## src/m65_pkg.sv

```systemverilog
`default_nettype none

package m65_pkg;

   localparam logic [4:0] OP_ADC  = 5'd0;
   localparam logic [4:0] OP_AND  = 5'd1;
   localparam logic [4:0] OP_ASL  = 5'd2;
   localparam logic [4:0] OP_BCC  = 5'd3;
   localparam logic [4:0] OP_BCS  = 5'd4;
   localparam logic [4:0] OP_BEQ  = 5'd5;
   localparam logic [4:0] OP_BMI  = 5'd6;
   localparam logic [4:0] OP_BNE  = 5'd7;
   localparam logic [4:0] OP_BPL  = 5'd8;
   localparam logic [4:0] OP_BVC  = 5'd9;
   localparam logic [4:0] OP_BVS  = 5'd10;
   localparam logic [4:0] OP_CLC  = 5'd11;
   localparam logic [4:0] OP_CLD  = 5'd12;
   localparam logic [4:0] OP_CLI  = 5'd13;
   localparam logic [4:0] OP_CLV  = 5'd14;
   localparam logic [4:0] OP_PHA  = 5'd15;
   localparam logic [4:0] OP_PLA  = 5'd16;
   localparam logic [4:0] OP_PLP  = 5'd17;
   localparam logic [4:0] OP_SBC  = 5'd18;
   localparam logic [4:0] OP_SEC  = 5'd19;
   localparam logic [4:0] OP_SED  = 5'd20;
   localparam logic [4:0] OP_SEI  = 5'd21;
   localparam logic [4:0] OP_STA  = 5'd22;
   localparam logic [4:0] OP_STX  = 5'd23;
   localparam logic [4:0] OP_STY  = 5'd24;
   localparam logic [4:0] OP_TAX  = 5'd25;
   localparam logic [4:0] OP_TAY  = 5'd26;
   localparam logic [4:0] OP_TSX  = 5'd27;
   localparam logic [4:0] OP_TXA  = 5'd28;
   localparam logic [4:0] OP_TXS  = 5'd29;
   localparam logic [4:0] OP_TYA  = 5'd30;
   localparam logic [4:0] OP_NONE = 5'd31;

   localparam int FLAG_C = 0;
   localparam int FLAG_Z = 1;
   localparam int FLAG_I = 2;
   localparam int FLAG_D = 3;
   localparam int FLAG_U = 5;
   localparam int FLAG_V = 6;
   localparam int FLAG_N = 7;

   localparam logic [15:0] PAGE_MASK = 16'hFF00;

   typedef struct packed {
      logic [4:0]        op;
      logic [7:0]        operand;
      logic              accumulator_mode;
      logic [15:0]       target_address;
      logic signed [7:0] branch_offset;
      logic [15:0]       current_pc;
   } req_type;

   typedef struct packed {
      logic [7:0]  acc_out;
      logic [7:0]  x_out;
      logic [7:0]  y_out;
      logic [7:0]  sp_out;
      logic [7:0]  status_out;
      logic [15:0] next_pc;
      logic        mem_write;
      logic [15:0] mem_address;
      logic [7:0]  mem_data;
      logic [1:0]  extra_cycles;
      logic        may_add_cycle;
   } rsp_type;

   typedef struct packed {
      logic [7:0] a;
      logic [7:0] x;
      logic [7:0] y;
      logic [7:0] sp;
      logic [7:0] p;
   } regs_type;

   function automatic logic [7:0] put_zn(input logic [7:0] p, input logic [7:0] v);
      logic [7:0] r;
      r = p;
      r[FLAG_Z] = (v == 8'd0);
      r[FLAG_N] = v[7];
      return r;
   endfunction

endpackage

`default_nettype wire

```

## src/mos6502_execute_subset.sv

```systemverilog
// channel   ports                               transfer when
// -------   ---------------------------------   ------------------------
// request   req_valid, req_ready, req_data      req_valid && req_ready
// response  rsp_valid, rsp_ready, rsp_data      rsp_valid && rsp_ready
//
// one instruction per cycle sustained while the response side keeps up:
// the stack read is issued and the request is registered as it transfers;
// execution then loads the register file and the response register together.
// a pull right behind a push of the same slot takes the pushed byte by bypass.
// reset clears the register file, the valid flags and the stack valid bits; no clearing pass.
// a stalled response holds execution; the request side then stops too.
`default_nettype none

module mos6502_execute_subset
   import m65_pkg::*;
#(
   parameter int STACK_DEPTH = 256
) (
   input  wire logic    clock,
   input  wire logic    reset,
   input  wire logic    req_valid,
   output logic         req_ready,
   input  wire req_type req_data,
   output logic         rsp_valid,
   input  wire logic    rsp_ready,
   output rsp_type      rsp_data
);

   localparam int AW = $clog2(STACK_DEPTH);

   function automatic logic [256*AW-1:0] build_mod_table();
      logic [256*AW-1:0] t;
      t = '0;
      for (int i = 0; i < 256; i++) begin
         t[i*AW +: AW] = AW'(i % STACK_DEPTH);
      end
      return t;
   endfunction

   localparam logic [256*AW-1:0] MOD_TABLE = build_mod_table();

   regs_type         regs_ff, regs_in;
   logic             s1_valid_ff;
   req_type          s1_req_ff;
   logic             s1_byp_ff, s1_byp_in;
   logic [7:0]       s1_byp_data_ff;
   logic             s1_vld_ff;
   logic             rsp_valid_ff;
   rsp_type          rsp_data_ff, rsp_data_in;
   logic [STACK_DEPTH-1:0] vld_ff;

   logic             s1_adv, accept;
   logic [7:0]       sp_fwd, rd_sp;
   logic [AW-1:0]    rd_addr, wr_addr;
   logic             wr_en;
   logic [7:0]       ram_q, pull_data;

   assign s1_adv    = s1_valid_ff && (!rsp_valid_ff || rsp_ready);
   assign req_ready = !s1_valid_ff || s1_adv;
   assign accept    = req_valid && req_ready;

   assign sp_fwd  = s1_adv ? regs_in.sp : regs_ff.sp;
   assign rd_sp   = sp_fwd + 8'd1;
   assign rd_addr = MOD_TABLE[rd_sp*AW +: AW];
   assign wr_addr = MOD_TABLE[regs_ff.sp*AW +: AW];
   assign wr_en   = s1_adv && (s1_req_ff.op == OP_PHA);

   assign s1_byp_in = wr_en && (wr_addr == rd_addr);
   assign pull_data = s1_byp_ff ? s1_byp_data_ff : (s1_vld_ff ? ram_q : 8'd0);

   m65_ram #(
      .WIDTH (8),
      .DEPTH (STACK_DEPTH)
   ) u_stack (
      .clock   (clock),
      .wr_en   (wr_en),
      .wr_addr (wr_addr),
      .wr_data (regs_ff.a),
      .rd_en   (accept),
      .rd_addr (rd_addr),
      .rd_data (ram_q)
   );

   m65_alu u_alu (
      .regs_in   (regs_ff),
      .req       (s1_req_ff),
      .pull_data (pull_data),
      .regs_out  (regs_in),
      .rsp       (rsp_data_in)
   );

   always_ff @(posedge clock) begin
      if (reset) begin
         regs_ff      <= '0;
         s1_valid_ff  <= 1'b0;
         s1_byp_ff    <= 1'b0;
         s1_vld_ff    <= 1'b0;
         rsp_valid_ff <= 1'b0;
         vld_ff       <= '0;
      end else begin
         if (s1_adv) begin
            regs_ff <= regs_in;
         end
         if (wr_en) begin
            vld_ff[wr_addr] <= 1'b1;
         end
         if (accept) begin
            s1_valid_ff <= 1'b1;
            s1_byp_ff   <= s1_byp_in;
            s1_vld_ff   <= vld_ff[rd_addr];
         end else if (s1_adv) begin
            s1_valid_ff <= 1'b0;
         end
         if (s1_adv) begin
            rsp_valid_ff <= 1'b1;
         end else if (rsp_ready) begin
            rsp_valid_ff <= 1'b0;
         end
      end
   end

   always_ff @(posedge clock) begin
      if (accept) begin
         s1_req_ff      <= req_data;
         s1_byp_data_ff <= regs_ff.a;
      end
      if (s1_adv) begin
         rsp_data_ff <= rsp_data_in;
      end
   end

   assign rsp_valid = rsp_valid_ff;
   assign rsp_data  = rsp_data_ff;

`ifndef SYNTHESIS
   a_adv_gives_rsp: assert property (@(posedge clock) disable iff (reset)
      s1_adv |=> rsp_valid_ff)
      else $error("executed instruction did not reach the response register");

   a_stall_holds_regs: assert property (@(posedge clock) disable iff (reset)
      (s1_valid_ff && !s1_adv) |=> $stable(regs_ff))
      else $error("registers changed while execution was stalled");

   a_push_marks_valid: assert property (@(posedge clock) disable iff (reset)
      wr_en |=> vld_ff[$past(wr_addr)])
      else $error("pushed stack slot not marked valid");
`endif

endmodule

`default_nettype wire

```

## src/m65_ram.sv

```systemverilog
`default_nettype none

module m65_ram #(
   parameter int WIDTH = 8,
   parameter int DEPTH = 256
) (
   input  wire logic                     clock,
   input  wire logic                     wr_en,
   input  wire logic [$clog2(DEPTH)-1:0] wr_addr,
   input  wire logic [WIDTH-1:0]         wr_data,
   input  wire logic                     rd_en,
   input  wire logic [$clog2(DEPTH)-1:0] rd_addr,
   output logic      [WIDTH-1:0]         rd_data
);

   logic [WIDTH-1:0] mem_ff [DEPTH];
   logic [WIDTH-1:0] rd_data_ff;

   always_ff @(posedge clock) begin
      if (wr_en) begin
         mem_ff[wr_addr] <= wr_data;
      end
      if (rd_en) begin
         rd_data_ff <= mem_ff[rd_addr];
      end
   end

   assign rd_data = rd_data_ff;

endmodule

`default_nettype wire

```

## src/m65_alu.sv

```systemverilog
`default_nettype none

module m65_alu
   import m65_pkg::*;
(
   input  wire regs_type   regs_in,
   input  wire req_type    req,
   input  wire logic [7:0] pull_data,
   output regs_type        regs_out,
   output rsp_type         rsp
);

   logic [7:0]  add_m;
   logic [8:0]  sum;
   logic [7:0]  shl;
   logic [15:0] target;
   logic        take;

   assign add_m  = (req.op == OP_SBC) ? ~req.operand : req.operand;
   assign sum    = {1'b0, regs_in.a} + {1'b0, add_m} + {8'd0, regs_in.p[FLAG_C]};
   assign shl    = {req.operand[6:0], 1'b0};
   assign target = req.current_pc + {{8{req.branch_offset[7]}}, req.branch_offset};

   always_comb begin
      regs_out = regs_in;
      take     = 1'b0;
      rsp      = '0;
      unique case (req.op) inside
         OP_ADC, OP_SBC: begin
            regs_out.a         = sum[7:0];
            regs_out.p[FLAG_C] = sum[8];
            regs_out.p[FLAG_V] = ~(regs_in.a[7] ^ add_m[7]) & (regs_in.a[7] ^ sum[7]);
            regs_out.p         = put_zn(regs_out.p, sum[7:0]);
            rsp.may_add_cycle  = 1'b1;
         end
         OP_AND: begin
            regs_out.a        = regs_in.a & req.operand;
            regs_out.p        = put_zn(regs_in.p, regs_in.a & req.operand);
            rsp.may_add_cycle = 1'b1;
         end
         OP_ASL: begin
            regs_out.p[FLAG_C] = req.operand[7];
            regs_out.p         = put_zn(regs_out.p, shl);
            if (req.accumulator_mode) begin
               regs_out.a = shl;
            end else begin
               rsp.mem_write   = 1'b1;
               rsp.mem_address = req.target_address;
               rsp.mem_data    = shl;
            end
         end
         OP_BCC: take = ~regs_in.p[FLAG_C];
         OP_BCS: take = regs_in.p[FLAG_C];
         OP_BEQ: take = regs_in.p[FLAG_Z];
         OP_BMI: take = regs_in.p[FLAG_N];
         OP_BNE: take = ~regs_in.p[FLAG_Z];
         OP_BPL: take = ~regs_in.p[FLAG_N];
         OP_BVC: take = ~regs_in.p[FLAG_V];
         OP_BVS: take = regs_in.p[FLAG_V];
         OP_CLC: regs_out.p[FLAG_C] = 1'b0;
         OP_CLD: regs_out.p[FLAG_D] = 1'b0;
         OP_CLI: regs_out.p[FLAG_I] = 1'b0;
         OP_CLV: regs_out.p[FLAG_V] = 1'b0;
         OP_PHA: regs_out.sp = regs_in.sp - 8'd1;
         OP_PLA: begin
            regs_out.sp = regs_in.sp + 8'd1;
            regs_out.a  = pull_data;
            regs_out.p  = put_zn(regs_in.p, pull_data);
         end
         OP_PLP: begin
            regs_out.sp        = regs_in.sp + 8'd1;
            regs_out.p         = pull_data;
            regs_out.p[FLAG_U] = 1'b1;
         end
         OP_SEC: regs_out.p[FLAG_C] = 1'b1;
         OP_SED: regs_out.p[FLAG_D] = 1'b1;
         OP_SEI: regs_out.p[FLAG_I] = 1'b1;
         OP_STA, OP_STX, OP_STY: begin
            rsp.mem_write   = 1'b1;
            rsp.mem_address = req.target_address;
            rsp.mem_data    = (req.op == OP_STA) ? regs_in.a :
                              (req.op == OP_STX) ? regs_in.x : regs_in.y;
         end
         OP_TAX: begin
            regs_out.x = regs_in.a;
            regs_out.p = put_zn(regs_in.p, regs_in.a);
         end
         OP_TAY: begin
            regs_out.y = regs_in.a;
            regs_out.p = put_zn(regs_in.p, regs_in.a);
         end
         OP_TSX: begin
            regs_out.x = regs_in.sp;
            regs_out.p = put_zn(regs_in.p, regs_in.sp);
         end
         OP_TXA: begin
            regs_out.a = regs_in.x;
            regs_out.p = put_zn(regs_in.p, regs_in.x);
         end
         OP_TXS: regs_out.sp = regs_in.x;
         OP_TYA: begin
            regs_out.a = regs_in.y;
            regs_out.p = put_zn(regs_in.p, regs_in.y);
         end
         OP_NONE: ;
         default: ;
      endcase

      rsp.acc_out    = regs_out.a;
      rsp.x_out      = regs_out.x;
      rsp.y_out      = regs_out.y;
      rsp.sp_out     = regs_out.sp;
      rsp.status_out = regs_out.p;
      rsp.next_pc    = take ? target : req.current_pc;
      if (take) begin
         rsp.extra_cycles = ((target & PAGE_MASK) != (req.current_pc & PAGE_MASK)) ?
                            2'd2 : 2'd1;
      end
   end

endmodule

`default_nettype wire

```

## config.mk

```make
export PLATFORM = sky130hd
export DESIGN_NAME = mos6502_execute_subset
export DESIGN_NICKNAME = d
export VERILOG_FILES = /design/src/m65_pkg.sv /design/src/mos6502_execute_subset.sv /design/src/m65_ram.sv /design/src/m65_alu.sv
export SDC_FILE = /design/constraint.sdc
export NUM_CORES = 2
export LEC_CHECK = 0
export ABC_AREA = 1
export BUFFER_PORTS_ARGS = -buffer_cell sky130_fd_sc_hd__buf_2
export CAP_MARGIN = 25
export CORE_ASPECT_RATIO = 0.9
export CORE_MARGIN = 5
export CORE_UTILIZATION = 55
export CTS_BUF_LIST = sky130_fd_sc_hd__clkbuf_2
export CTS_CLUSTER_SIZE = 12
export DETAILED_ROUTE_END_ITERATION = 6
export HOLD_SLACK_MARGIN = 0.08
export PLACE_DENSITY = 0.81
export SKIP_CTS_REPAIR_TIMING = 1
export SLEW_MARGIN = 20
export SYNTH_ARGS = -nofsm -noshare
export SYNTH_HDL_FRONTEND = slang
export SYNTH_SLANG_ARGS = --single-unit
```

## constraint.sdc

```tcl
create_clock -name clock -period 7.4 [get_ports clock]
set_input_delay 1.11 -clock clock [delete_from_list [all_inputs] [get_ports clock]]
set_output_delay 1.11 -clock clock [all_outputs]
set_load 0.03 [all_outputs]
```

==> impl_metrics.ini <==
[worst_setup_path]
endpoint_kind = flip-flop
arrival_ps = 7830
critPathKind = flip-flop to flip-flop
required_ps = 9050
startpoint_type = flip-flop
cp_max_fo = 131

[place]
gp_congestion = 0.922
dp_slack_ps = 1220
dp_hpwl_mm = 158
numPortBuffers = 143

[synthesis]
synth_area_leaders = edfxtp_1, nor2_1, o21ai_0
yosysUniqueCellTypes = 56
syn-cell-area_mm2 = 0.102
syn-num-nets = 8823
synth-seq-cells = 2502
syn_inst = 8738
ys_async_sr_fraction_pct = 0
yosys.area.top_type_share_pct = 65.1
synth_flop_cell = edfxtp_1
synth-seq-area-share_pct = 71.0
avgSynthCellArea_um2 = 11.6
synth-edff-count = 2202
yosysWarnings = 0
synth_top_area_cell = edfxtp_1

[worst_hold_path]
hp-class = input pin to flip-flop

[drt]
routed_wirelength_mm = 285
via_per_inst = 6.21
firstDrtPassIters = 7
postRouteAntennaNets = 0
drtIter0Drc = 11500
drc_errors = 11
wl_per_cell_um = 23.7
vias = 74800

[cells_and_area]
fill_cells = 14000
final_common_cell = edfxtp_1
nets = 9207
layout.cells.most_common_list = edfxtp_1, nor2_1, o21ai_0, clkbuf_2, nand2_1
drive_gt1_share_pct = 13.7
syn_to_final_growth_pct = 8.98

[floorplanning]
fp.dieH_um = 418
coreArea_mm2 = 0.183
rows = 149
pin_count = 144
die_w_um = 463
dieArea_mm2 = 0.193
initial_core_util_pct = 55.4

[power_and_ir_drop]
pwr-share-clk_pct = 31.0
seqPwrFrac_pct = 53.6
cellLeakagePower_nw = 38.4
pwr-share-comb_pct = 15.4
swShare_pct = 30.5
p_sw_w = 0.00889
pwr_density_cell_mw_per_mm2 = 263
peakVddDrop_v = 0.000165
intPower_w = 0.0202

[cts]
cts-buffers-inserted = 605
clkSinkCount = 2502
cts_buffer_depth = 4
path_clk_slew_ps = 110
clkLatencyLatePin_ps = 1820
h-tree-depth = 6
cts_root_buf = clkbuf_2
tritoncts = yes

[timing]
tightest_slew_ps = 1200
finalWorstSetupSlack_ps = 1220
min_period_over_period_pct = 83.6
fmax_mhz = 162
period_minus_slack_ps = 6180
hold_viol_final = 0
setup_violations = 0
hold_ws_ps = 328
skew_ps = 193
tns_ps = 0
rsz0062_at_grt = false
slew_violations = 0
relSlewSlack_pct = 20.2

[global_route]
grt_max_degree = 255
grt_pass1_vias = 71300
grt_pass1_wl_mm = 423
antenna_found_initial = 12
gr-total-overflow = 0
grt.total_usage_pct = 28.2

[outcome]
violations = DRC
status = finished, violations left

[flow_run]
cap_viol_max_count = 0
-- critical path, stage by stage (launching register included) --
cell and delay, ps:
edfxtp_1 780, nor2_1 190, nand2_2 190, nand3_4 170, nor2_4 270, nand2_1 110, nand3_1 490, nand2_4 160
inv_8 320, ha_4 290, inv_8 670, buf_12 370, buf_4 320, o21ai_0 140, o22ai_1 280, nand2_1 80
a21oi_1 270, o21ai_1 160, nand2_1 90, nand3_1 320, nand2_1 170, o21a_1 110
-- layout make-up --
type | instances | area [µm²] | area share, %
multi-input cells | 5356 | 25900 | 23.3
diodes | 22 | 55.1 | 0.0497
clock buffers | 949 | 4750 | 4.29
clock inverters | 135 | 706 | 0.637
inverters | 284 | 1100 | 0.990
well taps | 2416 | 3020 | 2.73
flip-flops and latches | 2502 | 72200 | 65.2
repair buffers | 373 | 3090 | 2.79
-- Yosys cell counts, types with 3 or more instances --
master     number
a2111oi_0       4
buf_6          12
o22ai_1       147
inv_1         265
o21ai_0      1269
a21boi_0        3
clkinv_1        5
nand2_2         8
or2_2           9
edfxtp_1     2202
nand3b_1        6
o221ai_1      275
nand3_4         3
nor4_1          8
clkbuf_1      361
buf_1          13
fa_1            3
inv_2          14
nand4_1        16
o2111ai_1       3
nor3_1         16
a31oi_1         4
o211ai_1      147
o41ai_1         5
nand3_2         5
xor2_1         28
and2_1          3
o21ai_1        84
nand2_1       586
buf_2         195
xnor2_1         8
nor2_1       2115
a21oi_1       146
o21bai_1       13
a211oi_1       11
nand3_1       363
ha_1           24
o21a_1          8
buf_4          15
a22oi_1        14
dfxtp_1       300
nor2_4          3
-- final timing paths --
path	slack, ps	end	from	cells after the start
worst max register to register	1220	u_stack.rd_data[3]	s1_req_ff[53]	21
worst min register to register	470	vld_ff[44]	vld_ff[44]	2
worst max-delay path	1220	u_stack.rd_data[3]	s1_req_ff[53]	21
worst min-delay path	330	rsp_valid	rsp_ready	5
-- kinds of logic after synthesis --
logic type / count (synthesis) / share of synthesized area, %
simple gates: 3147 / 12.3
flops: 2502 / 71.0
compound gates: 2144 / 12.3
buf+inv: 880 / 3.64
xor+xnor: 38 / 0.342
fa+ha+maj: 27 / 0.355
-- power groups by stage --
stage | clock network (W) | logic [W] | registers (W)
final | 0.00905 | 0.00449 | 0.0156
after global routing | 0.00992 | 0.00477 | 0.0156
after CTS | 0.00910 | 0.00427 | 0.0156
after detailed placement | 0 | 0.00425 | 0.0159
after global placement | 0 | 0.00413 | 0.0159
after floorplan | 0 | 0.00262 | 0.0161
-- registers in the layout, summed over array words and instances (netlist names) --
register         count
s1_vld_ff            1
u_stack.mem_ff    2048
s1_req_ff           54
u_stack.rd_data      8
s1_byp_ff            1
rsp_data            84
s1_valid_ff          1
rsp_valid            1
s1_byp_data_ff       8
vld_ff             256
regs_ff             40
-- metrics by stage --
step                instances  power, W  instance area (µm²)  util, %
detailed placement      10800    0.0202               104000     56.7
floorplan                8738    0.0187               102000        -
global placement        10800    0.0201               104000     56.6
finish                  12000    0.0291               111000     60.4
global route            12000    0.0303               111000     60.3
CTS                     11900    0.0290               109000     59.6
-- per-layer routing --
layer | up-vias | routed length (µm) | part of all wire, % | GRT usage [%]
li1 | 32600 | - | - | -
met1 | 35600 | 104000 | 36 | 37.5
met2 | 5669 | 129000 | 45 | 42.3
met3 | 897 | 39100 | 14 | 8.85
met4 | 8 | 13500 | 4.7 | 14.3
met5 | - | 55 | 0.019 | 0
No activity file was read; power rests on OpenSTA's default activity.
